## src/rtl/core/i2cbe_pkg.sv

```systemverilog
`timescale 1ns / 1ps
package i2cbe_pkg;

  // command codes
  typedef enum logic [2:0] {
    CMD_START   = 3'd0,
    CMD_STOP    = 3'd1,
    CMD_TX_BYTE = 3'd2,
    CMD_RX_BYTE = 3'd3,
    CMD_TX_ACK  = 3'd4,
    CMD_RX_ACK  = 3'd5
  } cmd_e;

  // what a slot does on its first tick
  typedef enum logic [1:0] {
    ACT_SCL  = 2'd0,
    ACT_SDA  = 2'd1,
    ACT_READ = 2'd2
  } act_e;

  localparam logic [15:0] SLOT_TICKS_RST = 16'd50;

  typedef struct packed {
    logic       cmd_valid;
    logic [2:0] func;
    logic [7:0] tx_byte;
    logic       ack_bit;
    logic       sda_in;
  } in_item_t;

  typedef struct packed {
    logic       scl_out;
    logic       sda_out;
    logic       busy_res;
    logic       done_res;
    logic [7:0] rx_byte;
    logic       rx_ack;
  } out_item_t;

  typedef struct packed {
    logic [15:0] slot_timer;
    logic [4:0]  slot_index;
    cmd_e        active_cmd;
    logic [7:0]  shift_reg;
    logic        scl_level;
    logic        sda_level;
    logic        busy;
    logic        ack_store;
    logic [7:0]  tx_hold;
  } eng_state_t;

  typedef struct packed {
    act_e kind;
    logic val;
  } act_t;

  typedef struct packed {
    logic [3:0] q;
    logic [1:0] r;
  } div3_t;

  // split a slot index by three: times 11 over 32 is exact below 32
  function automatic div3_t div3(input logic [4:0] x);
    logic [8:0] prod;
    logic [4:0] rem;
    div3_t      res;
    prod  = {4'b0, x} * 9'd11;
    res.q = prod[8:5];
    rem   = x - 5'({1'b0, res.q} + {res.q, 1'b0});
    res.r = rem[1:0];
    return res;
  endfunction

  // index of the final slot of each command
  function automatic logic [4:0] last_slot(input cmd_e c);
    logic [4:0] res;
    case (c)
      CMD_START:   res = 5'd3;
      CMD_STOP:    res = 5'd2;
      CMD_TX_BYTE: res = 5'd23;
      CMD_RX_BYTE: res = 5'd24;
      CMD_TX_ACK:  res = 5'd2;
      default:     res = 5'd3;
    endcase
    return res;
  endfunction

  // action of slot i of command c
  function automatic act_t slot_action(input cmd_e c, input logic [4:0] i,
                                       input logic [7:0] txh);
    div3_t d;
    act_t  a;
    a.kind = ACT_SCL;
    a.val  = 1'b0;
    d      = div3(i);
    case (c)
      CMD_START: begin
        a.kind = (i == 5'd0 || i == 5'd2) ? ACT_SDA : ACT_SCL;
        a.val  = (i < 5'd2);
      end
      CMD_STOP: begin
        a.kind = (i == 5'd1) ? ACT_SCL : ACT_SDA;
        a.val  = (i != 5'd0);
      end
      CMD_TX_BYTE: begin
        if (d.r == 2'd0) begin
          a.kind = ACT_SDA;
          a.val  = txh[3'd7 - d.q[2:0]];
        end else begin
          a.val = (d.r == 2'd1);
        end
      end
      CMD_RX_BYTE: begin
        if (i == 5'd0) begin
          a.kind = ACT_SDA;
          a.val  = 1'b1;
        end else begin
          d = div3(i - 5'd1);
          if (d.r == 2'd1) begin
            a.kind = ACT_READ;
          end else begin
            a.val = (d.r == 2'd0);
          end
        end
      end
      CMD_TX_ACK: begin
        if (i == 5'd0) begin
          a.kind = ACT_SDA;
          a.val  = txh[0];
        end else begin
          a.val = (i == 5'd1);
        end
      end
      default: begin
        if (i == 5'd0) begin
          a.kind = ACT_SDA;
          a.val  = 1'b1;
        end else if (i == 5'd2) begin
          a.kind = ACT_READ;
        end else begin
          a.val = (i == 5'd1);
        end
      end
    endcase
    return a;
  endfunction

endpackage

```

## src/rtl/core/i2c_master_bit_engine.sv

```systemverilog
// each result is registered in the output stage, or in the spare stage while the output stalls
// throughput: one request per cycle while the spare stage is empty, one result per request; the slot
// sequencer steps once per accepted request and a two-entry output buffer keeps the input open while a result waits
// reset: slot_ticks 50, scl and sda released, idle, rx_ack 1, rx_byte 0, output buffer empty
`timescale 1ns / 1ps
module i2c_master_bit_engine (
  input  logic                 clk_i,
  input  logic                 rst_ni,
  input  logic                 cfg_we_i,
  input  logic [15:0]          cfg_wdata_i,
  input  logic                 in_valid_i,
  output logic                 in_ready_o,
  input  i2cbe_pkg::in_item_t  in_data_i,
  output logic                 out_valid_o,
  input  logic                 out_ready_i,
  output i2cbe_pkg::out_item_t out_data_o
);
  import i2cbe_pkg::*;

  logic        in_fire;
  logic [15:0] slot_ticks_q;
  eng_state_t  state_q, state_d;
  out_item_t   step_res;

  assign in_fire = in_valid_i && in_ready_o;

  // slot length register
  always_ff @(posedge clk_i or negedge rst_ni) begin
    if (!rst_ni) begin
      slot_ticks_q <= SLOT_TICKS_RST;
    end else if (cfg_we_i) begin
      slot_ticks_q <= cfg_wdata_i;
    end
  end

  // sequencer next state and result
  i2cbe_step u_step (
    .cur_i        (state_q),
    .item_i       (in_data_i),
    .slot_ticks_i (slot_ticks_q),
    .nxt_o        (state_d),
    .res_o        (step_res)
  );

  // sequencer state, advanced once per accepted request
  always_ff @(posedge clk_i or negedge rst_ni) begin
    if (!rst_ni) begin
      state_q.slot_timer <= 16'd0;
      state_q.slot_index <= 5'd0;
      state_q.active_cmd <= CMD_START;
      state_q.shift_reg  <= 8'd0;
      state_q.scl_level  <= 1'b1;
      state_q.sda_level  <= 1'b1;
      state_q.busy       <= 1'b0;
      state_q.ack_store  <= 1'b1;
      state_q.tx_hold    <= 8'd0;
    end else if (in_fire) begin
      state_q <= state_d;
    end
  end

  // result register with spare stage
  i2cbe_skid u_skid (
    .clk_i       (clk_i),
    .rst_ni      (rst_ni),
    .push_i      (in_fire),
    .push_data_i (step_res),
    .ready_o     (in_ready_o),
    .out_valid_o (out_valid_o),
    .out_ready_i (out_ready_i),
    .out_data_o  (out_data_o)
  );

endmodule

```

## src/rtl/core/i2cbe_step.sv

```systemverilog
`timescale 1ns / 1ps
module i2cbe_step (
  input  i2cbe_pkg::eng_state_t cur_i,
  input  i2cbe_pkg::in_item_t   item_i,
  input  logic [15:0]           slot_ticks_i,
  output i2cbe_pkg::eng_state_t nxt_o,
  output i2cbe_pkg::out_item_t  res_o
);
  import i2cbe_pkg::*;

  eng_state_t nxt;
  logic       starting;
  logic       done;
  logic       busy_now;
  act_t       act;

  // one tick of the slot sequencer
  always_comb begin
    nxt      = cur_i;
    starting = 1'b0;
    done     = 1'b0;
    act      = '{kind: ACT_SCL, val: 1'b0};

    // command launch, slot advance or slot countdown
    if (!cur_i.busy) begin
      if (item_i.cmd_valid && item_i.func <= 3'(CMD_RX_ACK)) begin
        nxt.busy       = 1'b1;
        nxt.active_cmd = cmd_e'(item_i.func);
        nxt.slot_index = 5'd0;
        nxt.tx_hold    = (item_i.func == 3'(CMD_TX_ACK)) ? {7'b0, item_i.ack_bit}
                                                          : item_i.tx_byte;
        if (item_i.func == 3'(CMD_RX_BYTE)) begin
          nxt.shift_reg = 8'd0;
        end
        starting = 1'b1;
      end
    end else if (cur_i.slot_timer == 16'd0) begin
      nxt.slot_index = cur_i.slot_index + 5'd1;
      starting       = 1'b1;
    end else begin
      nxt.slot_timer = cur_i.slot_timer - 16'd1;
    end

    busy_now = nxt.busy;

    // slot action and end of command
    if (nxt.busy) begin
      if (starting) begin
        act = slot_action(nxt.active_cmd, nxt.slot_index, nxt.tx_hold);
        case (act.kind)
          ACT_SCL: nxt.scl_level = act.val;
          ACT_SDA: nxt.sda_level = act.val;
          default: begin
            if (nxt.active_cmd == CMD_RX_BYTE) begin
              nxt.shift_reg = {nxt.shift_reg[6:0], item_i.sda_in};
            end else begin
              nxt.ack_store = item_i.sda_in;
            end
          end
        endcase
        nxt.slot_timer = (slot_ticks_i == 16'd0) ? 16'd0 : slot_ticks_i - 16'd1;
      end
      if (nxt.slot_timer == 16'd0 && nxt.slot_index >= last_slot(nxt.active_cmd)) begin
        done     = 1'b1;
        nxt.busy = 1'b0;
      end
    end
  end

  assign nxt_o = nxt;

  // pin levels and status after this tick
  always_comb begin
    res_o.scl_out  = nxt.scl_level;
    res_o.sda_out  = nxt.sda_level;
    res_o.busy_res = busy_now;
    res_o.done_res = done;
    res_o.rx_byte  = nxt.shift_reg;
    res_o.rx_ack   = nxt.ack_store;
  end

endmodule

```

## src/rtl/core/i2cbe_skid.sv

```systemverilog
`timescale 1ns / 1ps
module i2cbe_skid (
  input  logic                 clk_i,
  input  logic                 rst_ni,
  input  logic                 push_i,
  input  i2cbe_pkg::out_item_t push_data_i,
  output logic                 ready_o,
  output logic                 out_valid_o,
  input  logic                 out_ready_i,
  output i2cbe_pkg::out_item_t out_data_o
);
  import i2cbe_pkg::*;

  logic      out_valid_q, out_valid_d;
  logic      skid_valid_q, skid_valid_d;
  out_item_t out_data_q, out_data_d;
  out_item_t skid_data_q, skid_data_d;

  // room as long as the spare stage is empty
  assign ready_o = !skid_valid_q;

  // output stage refills from the spare stage first
  always_comb begin
    out_valid_d  = out_valid_q;
    skid_valid_d = skid_valid_q;
    out_data_d   = out_data_q;
    skid_data_d  = skid_data_q;
    if (!out_valid_q || out_ready_i) begin
      if (skid_valid_q) begin
        out_valid_d  = 1'b1;
        out_data_d   = skid_data_q;
        skid_valid_d = 1'b0;
      end else begin
        out_valid_d = push_i;
        out_data_d  = push_data_i;
      end
    end else if (push_i) begin
      skid_valid_d = 1'b1;
      skid_data_d  = push_data_i;
    end
  end

  // control flags
  always_ff @(posedge clk_i or negedge rst_ni) begin
    if (!rst_ni) begin
      out_valid_q  <= 1'b0;
      skid_valid_q <= 1'b0;
    end else begin
      out_valid_q  <= out_valid_d;
      skid_valid_q <= skid_valid_d;
    end
  end

  // result data
  always_ff @(posedge clk_i) begin
    out_data_q  <= out_data_d;
    skid_data_q <= skid_data_d;
  end

  assign out_valid_o = out_valid_q;
  assign out_data_o  = out_data_q;

endmodule

```

## config.mk

```make
export PLATFORM = sky130hd
export DESIGN_NAME = i2c_master_bit_engine
export DESIGN_NICKNAME = d
export VERILOG_FILES = /design/src/rtl/core/i2cbe_pkg.sv /design/src/rtl/core/i2c_master_bit_engine.sv /design/src/rtl/core/i2cbe_step.sv /design/src/rtl/core/i2cbe_skid.sv
export SDC_FILE = /design/constraint.sdc
export NUM_CORES = 1
export LEC_CHECK = 0
export ABC_AREA = 1
export BUFFER_PORTS_ARGS = -buffer_cell sky130_fd_sc_hd__buf_2
export CELL_PAD_IN_SITES_DETAIL_PLACEMENT = 0
export CELL_PAD_IN_SITES_GLOBAL_PLACEMENT = 1
export CORE_ASPECT_RATIO = 0.8
export CORE_MARGIN = 2
export CORE_UTILIZATION = 46
export CTS_BUF_LIST = sky130_fd_sc_hd__clkbuf_4
export CTS_CLUSTER_SIZE = 10
export DETAILED_ROUTE_END_ITERATION = 10
export PLACE_DENSITY_LB_ADDON = 0.2
export SYNTH_ARGS = -nofsm -noshare
export SYNTH_HDL_FRONTEND = slang
export SYNTH_SLANG_ARGS = --single-unit
```

## constraint.sdc

```tcl
create_clock -name clk_i -period 6.3 [get_ports clk_i]
set_input_delay 0.945 -clock clk_i [delete_from_list [all_inputs] [get_ports clk_i]]
set_output_delay 0.945 -clock clk_i [all_outputs]
set_load 0.01 [all_outputs]
```

==> results of run 1 <==
-- report_power, final --
part	switching [W]	internal, W
logic	0.000923	0.000494
clock network	0.000229	0.0000863
registers	0.0000926	0.000714
-- kinds of logic after synthesis --
family / count (synthesis) / synth area share
flops: 88 / 0.364
simple gates: 463 / 0.335
buf+inv: 132 / 0.0814
xor+xnor: 24 / 0.0327
mux: 2 / 0.00350
compound gates: 127 / 0.109
fa+ha+maj: 37 / 0.0744
-- through the flow --
stage | setup WS (ns) | instances | utilization | hold WS [ns] | total power, W
after floorplan | 1.43 | 873 | - | 0.446 | 0.00189
after global placement | 0.965 | 1084 | 0.502 | 0.457 | 0.00219
after detailed placement | 0.702 | 1084 | 0.502 | 0.459 | 0.00222
after CTS | 0.842 | 1100 | 0.511 | 0.482 | 0.00254
after global routing | 0.221 | 1100 | 0.511 | 0.511 | 0.00282
final | 0.833 | 1100 | 0.511 | 0.482 | 0.00254
-- critical path: cells and delay by family, from the launching register on --
kind	cells	cell delay, ns
and+or+nand+nor	18	2.19
adders and majority gates	5	1.54
DFF	1	0.44
AOI/OAI and AO/OA	3	0.40
buffers and inverters	5	0.37
xor gates and xnor gates	1	0.34
-- per-layer routing --
layer	track usage	vias to the layer above	wire (µm)
met5	0	-	0
met4	0.0588	0	265
met3	0.0549	25	938
met2	0.372	159	7180
met1	0.343	2677	8290
li1	-	2930	-
-- path summary, 6_finish.rpt --
kind / start / endpoint / slack (ns) / cells after the start
worst max-delay path: state_q[28]$_DFFE_PN0P_ / u_skid.out_data_o[7]$_DFFE_PN_ / 0.83 / 32
worst min-delay path: state_q[11]$_DFFE_PN1P_ / state_q[11]$_DFFE_PN1P_ / 0.48 / 2
worst max register to register: state_q[28]$_DFFE_PN0P_ / u_skid.out_data_o[7]$_DFFE_PN_ / 0.83 / 32
worst min register to register: state_q[11]$_DFFE_PN1P_ / state_q[11]$_DFFE_PN1P_ / 0.48 / 2
max in group asynchronous: rst_ni / slot_ticks_q[10]$_DFFE_PN0P_ / 5.06 / 2
min in group asynchronous: rst_ni / state_q[6]$_DFFE_PN0P_ / 0.59 / 2
-- flip-flops by register name, indices dropped and copies added (netlist names) --
register and count:
u_skid.out_valid_o 1, slot_ticks_q 16, u_skid.out_data_o 13, u_skid.skid_valid_q 1, u_skid.skid_data_q 13, state_q 44
-- cells in the mapped netlist (4+ instances only) --
cell,instances
sky130_fd_sc_hd__nand2_1,250
sky130_fd_sc_hd__inv_1,96
sky130_fd_sc_hd__o21ai_0,80
sky130_fd_sc_hd__nand3_1,66
sky130_fd_sc_hd__nor2_1,65
sky130_fd_sc_hd__dfrtp_1,56
sky130_fd_sc_hd__ha_1,35
sky130_fd_sc_hd__edfxtp_1,26
sky130_fd_sc_hd__xor2_1,24
sky130_fd_sc_hd__nand4_1,20
sky130_fd_sc_hd__clkbuf_1,16
sky130_fd_sc_hd__nand2_2,14
sky130_fd_sc_hd__o21ai_1,14
sky130_fd_sc_hd__a21oi_1,12
sky130_fd_sc_hd__inv_2,11
sky130_fd_sc_hd__o21ai_2,10
sky130_fd_sc_hd__nor3_1,8
sky130_fd_sc_hd__nand3_2,7
sky130_fd_sc_hd__dfstp_2,6
sky130_fd_sc_hd__nand3b_1,6
sky130_fd_sc_hd__buf_2,5
sky130_fd_sc_hd__nand2_4,5
sky130_fd_sc_hd__nor2_2,5
sky130_fd_sc_hd__nor2_4,5
sky130_fd_sc_hd__o21bai_1,4
-- layout make-up --
class | instances | area (µm²)
Tap cell | 180 | 225
Multi-Input combinational cell | 653 | 3570
Clock inverter | 7 | 55.1
Fill cell | 1376 | 6650
Sequential cell | 88 | 2340
Timing Repair Buffer | 54 | 283
Clock buffer | 9 | 67.6
Inverter | 109 | 412
==> results by stage, run 1 <==
Logic synthesis:
- Of the synthesized area, sequential elements account for 0.364.
- Of all cell types, the one taking the most synthesized area is sky130_fd_sc_hd__dfrtp_1.
- Counting distinct cell types in the post-synthesis netlist gives between 40 and 50.
- The share of flip-flops with an asynchronous set or reset after synthesis is 0.705.
- The top flip-flop cell by instance count after synthesis is sky130_fd_sc_hd__dfrtp_1.
- Synthesis produced a netlist with a net count of about 950.
- The area share of the leading cell type in the synthesized netlist is 0.218.
- The synthesized area per cell is approximately 7.4 µm².
- Ranked by total cell area, the synthesized netlist is headed by sky130_fd_sc_hd__dfrtp_1, sky130_fd_sc_hd__nand2_1, sky130_fd_sc_hd__edfxtp_1.
- The area of the mapped netlist is between 6000 and 7000 µm².
- The flop and latch count out of synthesis is between 80 and 90.
- For this run, the number of Yosys warnings is 0.
- The number of standard cells after synthesis is about 870.
- The number of enable flip-flop cells after synthesis is 26.

Placement:
- Once placement finished, the instance area stood at 6830 µm².
- Input and output buffers added on the ports amount to 49.
- The placed wire-length estimate after detailed placement is 12.5 mm.
- The final weighted congestion of routability-driven global placement is 0.927.

STA:
- The peak clock frequency supported by timing is approximately 0.18 GHz.
- The final count of hold timing violations is 0.
- The final-layout setup total negative slack is 0 ns.
- The worst pin sits at a relative slew slack of 0.400.
- The clock skew is between 0.02 and 0.03 ns.
- The final cycle utilization of the critical path is 0.868.
- The final number of max-transition violations came to 0.
- The final count of negative-setup-slack endpoints is 0.
- The shortest clock period the worst path allows after layout is between 5 and 6 ns.
- Setup repair after global routing left no endpoint under its margin.
- At the pin with the least slew margin, the transition time is around 0.90 ns.

Floorplanning:
- The die span in y is between 100 and 150 µm.
- The initial utilization of the core area, before any placement, comes to 0.473.
- The number of top-level pins is 50.
- The die covers 14,900 µm².
- The die is approximately 140 µm wide.
- The number of rows in the core area is 38.
- The placeable core area is 13,600 µm².

Global routing:
- The via count of the first global-routing pass is ~5,500.
- The number of antenna violations at the first check in global routing is 0.
- The maximum number of pins on one net before global-route repair is 67.
- The total overflow left after global routing is 0.
- The global router's overall resource usage is 0.241.
- The first global-routing pass estimated 27.8 mm of wire.

CTS:
- The H-tree was split into 3 levels.
- The CTS sink count is 88.
- In this run, CTS created clock tree buffers numbering 9.
- In this run, post-CTS hold repair placed 0 buffers.
- The number of gates resized after CTS was 0.
- The CTS tree is done.
- After clock tree synthesis, the clock-pin slew on the worst setup and hold paths is about 0.16 ns.
- The number of setup buffers added after CTS is 0.
- The clock reaches the later pin of the worst-skew pair after just under 0.5 ns.
- The root buffer selected by CTS is sky130_fd_sc_hd__clkbuf_4.
- The longest clock path from root to sink contains 2 buffers.

Cells and area:
- The count of inserted antenna diode cells is 0.
- In the final layout, the share of cells above drive strength 1 is 0.158.
- The area of all placed cells without fillers is 6950 µm².
- The area growth from synthesis to layout is 8.12%.
- The most frequent standard cell in the layout excluding fill and tap cells is sky130_fd_sc_hd__nand2_1.
- The top cell types in the final layout, fill and taps aside, are sky130_fd_sc_hd__nand2_1, sky130_fd_sc_hd__inv_1, sky130_fd_sc_hd__o21ai_0.
- The number of nets in the final layout is between 900 and 1,000.

Setup path:
- The maximum fanout along the worst path is 13.
- The slowest stage of the critical path is the sky130_fd_sc_hd__fa_1 cell.
- On the worst path, the slowest cell contributes a delay of between 0.4 and 0.5 ns.
- At the worst endpoint, the arrival time is roughly 5.8 ns.
- The category of the worst setup path launch point is a flip-flop.
- The data required time of the worst path is 6.64 ns.
- STA classifies the critical path endpoint as a flip-flop.
- The type of the worst setup path is flip-flop to flip-flop.

Pwr:
- In this run the power density over the cells is roughly 370 nW/µm².
- The worst supply voltage drop on vdd is 0.198 mV.
- For this design the static power due to leakage is about 3.5 nW.

Routing:
- Across all layers, the routed design uses between 5,000 and 6,000 vias.
- The post-detailed-route wirelength per cell is around 15 µm.
- In this run, the number of DRC markers left after iteration 0 of detailed routing was roughly 490.
- Before antenna repair, the detailed router went through 5 iterations.
- The number of nets still failing antenna checks after routing is 0.
- The detailed-route wire length is between 15 and 20 mm.
- The number of design rule violations left after detail routing is 0.
- The via-per-instance ratio is roughly 5.3.

Hold path:
- The tightest min-delay check is of the flip-flop to flip-flop type.

Status:
- The flow ran to the end, and the final reports show no timing, DRC or antenna violations.

Run:
- The number of max-capacitance violations reported is 0.
No activity file was read; power rests on OpenSTA's default activity.
==> inputs of run 2 (changes only) <==
--- a/config.mk
+++ b/config.mk
@@ -15,6 +15,7 @@
 export CTS_BUF_LIST = sky130_fd_sc_hd__clkbuf_4
 export CTS_CLUSTER_SIZE = 10
 export DETAILED_ROUTE_END_ITERATION = 10
+export MAX_ROUTING_LAYER = met4
 export PLACE_DENSITY_LB_ADDON = 0.2
 export SYNTH_ARGS = -nofsm -noshare
 export SYNTH_HDL_FRONTEND = slang
==> results by stage, run 2 (synthesis gave the netlist of run 1 again) <==
Status:
- The run finished with clean final reports.

Cells and area:
- The register bank with the most flops is state_q.
- For this run, the share of the core covered by cells in the final layout is 0.513.
- In the final layout, the registers with the most flip-flops are state_q x44, slot_ticks_q x16.
- The net count of the finished layout is 987.
- The number of flip-flops in the largest register is 44.
- The most frequent standard cell in the layout excluding fill and tap cells is sky130_fd_sc_hd__nand2_1.
- Leaving out fill and tap cells, the most frequent cells in the layout are sky130_fd_sc_hd__nand2_1, sky130_fd_sc_hd__inv_1, sky130_fd_sc_hd__o21ai_0.
- The count of cells in the finished layout, fillers not included, comes to between 1,000 and 1,500.
- The area growth from synthesis to layout is 8.57%.
- After filler insertion, the fill cell instance count of the layout stands at around 1,400.
- The fraction of layout instances using a drive strength above 1 is 0.159.
- The number of antenna diodes in the final layout is 0.

Placement:
- The final weighted congestion of routability-driven global placement is 0.936.
- The total placed cells including tap cells is about 1,100.
- Prior to clock tree synthesis, the placed netlist has a worst setup slack of around 0.72 ns.
- The count of buffers inserted at the top-level ports is between 40 and 50.
- The placed wire-length estimate after detailed placement is about 13 mm.

Routing:
- In this run the remaining antenna-violating nets after routing total 0.
- The first detailed-routing pass took 5 iterations.
- For this block, the initial DRC count from the detailed router was 463.
- The detailed-route wire length is 16.7 mm.
- The routed length on met3 is 754 µm.
- The final route contains a little under 6,000 vias.
- The number of design rule violations left after detail routing is 0.
- Dividing the detail-routed wire length by the instance count gives 15.2 µm.
- The met2 wire length is between 7 and 8 mm.
- Using the TritonRoute via totals, the vias-per-cell ratio works out to 5.28.
- The highest routing layer actually used is met4.
- After detailed routing, the wire length on met1 is 8.60 mm.

Pwr:
- For this design the static power due to leakage is between 3 and 4 nW.
- The clock network power share is 0.140.
- Cell internal power was estimated by the tool at about 0.0013 W.
- The net switching fraction of the power is 0.484.
- The share of total power dissipated in sequential elements is 0.310.
- For this design the total switching power over the nets is roughly 0.0013 W.
- Power spread over the standard cell area amounts to around 370 nW/µm².
- Across the VDD grid, the largest voltage drop is 0.176 mV.
- The combinational share of power is 0.550.

STA:
- The peak clock frequency supported by timing is between 0.15 and 0.2 GHz.
- The tightest slew margin relative to the limit is 0.408.
- Setup repair after global routing left no endpoint under its margin.
- At the pin with the least slew margin, the transition time is ~0.89 ns.
- Counting I/O delays and the setup requirement, the final critical path takes 5.47 ns.
- The tightest hold margin is approximately 0.49 ns.
- The final cycle utilization of the critical path is 0.868.
- In the post-route analysis, the smallest setup slack over all paths is about 0.83 ns.
- The final count of hold timing violations was 0.
- The final-layout setup total negative slack is 0 ns.
- Setup violations remaining at the end of the flow were counted as 0.
- The clock arrives with 0.0190 ns of skew.
- The final number of max-transition violations is 0.

Setup path:
- The endpoint class of the critical path is a flip-flop.
- The maximum fanout along the worst path is 13.
- The worst reg-to-reg setup slack is approximately 0.83 ns.
- In this design, the stage delay of the slowest critical-path cell is roughly 0.49 ns.
- The worst register-to-register path has a depth of 32.
- At the worst endpoint, the arrival time is around 5.8 ns.
- The critical path is of the flip-flop to flip-flop type.
- The largest individual stage delay along the critical path comes from the cell sky130_fd_sc_hd__fa_1.
- The category of the worst setup path launch point is a flip-flop.
- The data required time of the worst path is 6.65 ns.

Run:
- The number of max-capacitance violations reported is 0.

CTS:
- The root buffer selected by CTS is sky130_fd_sc_hd__clkbuf_4.
- Buffers inserted to repair hold after CTS numbered 0.
- In this run the deepest clock path goes through 2 buffers.
- The CTS buffer count is 9.
- The CTS sink count is 88.
- The post-CTS clock slew at the launch and capture registers of the worst setup and hold paths is approximately 0.16 ns.
- The number of buffers inserted by post-CTS setup repair is 0.
- The count of cells resized by post-cts repair is 0.
- CTS built an H-tree with a depth of 3.
- The clock insertion delay at the later pin of the skew report is roughly 0.5 ns.
- The CTS tree is done.

Global routing:
- The number of antenna violations at the first check in global routing is 0.
- The wire length of the first global-routing pass is about 28 mm.
- Entering global routing, the biggest net connects 63 pins.
- The via count of the first global-routing pass is roughly 5,600.
- For this run the aggregate overflow at the end of global routing stands at 0.
- The global router's overall resource usage is 0.249.

Floorplanning:
- The die covers 14,900 µm².
- The x dimension of the die is 136 µm.
- For this configuration, the core starts out at a cell density of 0.473.
- The number of rows in the core area is 38.
- The number of top-level pins is 50.
- From bottom edge to top edge, the die measures 110 µm.
- After floorplanning, the core was sized to cover 13,600 µm².

Hold path:
- The depth of the worst hold-timing path is 2.
- The worst min-delay path class is flip-flop to flip-flop.
[run 2: cell count changes in the layout (fill, tap and decap cells not counted), sizes merged]
cell	delta
bufinv	+1
clkinv	-3
inv	+2
[run 2: worst paths after layout]
kind / start / to
worst max-delay path: state_q[28]$_DFFE_PN0P_ / u_skid.out_data_o[7]$_DFFE_PN_
worst min-delay path: state_q[8]$_DFFE_PN1P_ / state_q[8]$_DFFE_PN1P_
worst max register to register: state_q[28]$_DFFE_PN0P_ / u_skid.out_data_o[7]$_DFFE_PN_
worst min register to register: state_q[8]$_DFFE_PN1P_ / state_q[8]$_DFFE_PN1P_
max in group asynchronous: rst_ni / state_q[29]$_DFFE_PN0P_
min in group asynchronous: rst_ni / state_q[5]$_DFFE_PN0P_
[run 2: worst max-delay path: cells and delay by family, from the launching register on]
| family | cells | cell delay (ns) |
|---|---|---|
| AO/OA/AOI/OAI | 3 | 0.40 |
| XOR/XNOR | 1 | 0.34 |
| adder cells (fa/ha/maj) | 5 | 1.55 |
| buffers and inverters | 5 | 0.37 |
| flip-flops | 1 | 0.45 |
| AND/OR/NAND/NOR | 18 | 2.22 |
[run 2: final cells by class]
class	count	area, µm²	area share
flip-flops and latches	88	2340	0.335
clock inverters	7	83.8	0.0120
well taps	180	225	0.0323
clock buffers	9	67.6	0.00968
multi-input cells	653	3570	0.511
inverters	109	412	0.0590
repair buffers	54	283	0.0405
[run 2: power by group through the flow]
stage | sequential (W) | combinational (W) | clock, W
6_report | 0.000807 | 0.00143 | 0.000363
5_1_grt | 0.000823 | 0.00165 | 0.000392
4_1_cts | 0.000806 | 0.00143 | 0.000378
3_5_place_dp | 0.000818 | 0.00142 | 0
3_3_place_gp | 0.000816 | 0.00138 | 0
2_1_floorplan | 0.000800 | 0.00109 | 0
[run 2: metrics by stage]
step / area, µm² / total power [W]
after floorplan: 6430 / 0.00189
after global placement: 6830 / 0.00219
after detailed placement: 6830 / 0.00224
after CTS: 6980 / 0.00261
after global routing: 6980 / 0.00287
final: 6980 / 0.00260
[run 2: per-layer routing]
layer	vias to the layer above	global-route usage
li1	2926	-
met5	-	-
met2	132	0.364
met4	0	0.0543
met3	18	0.0433
met1	2727	0.363
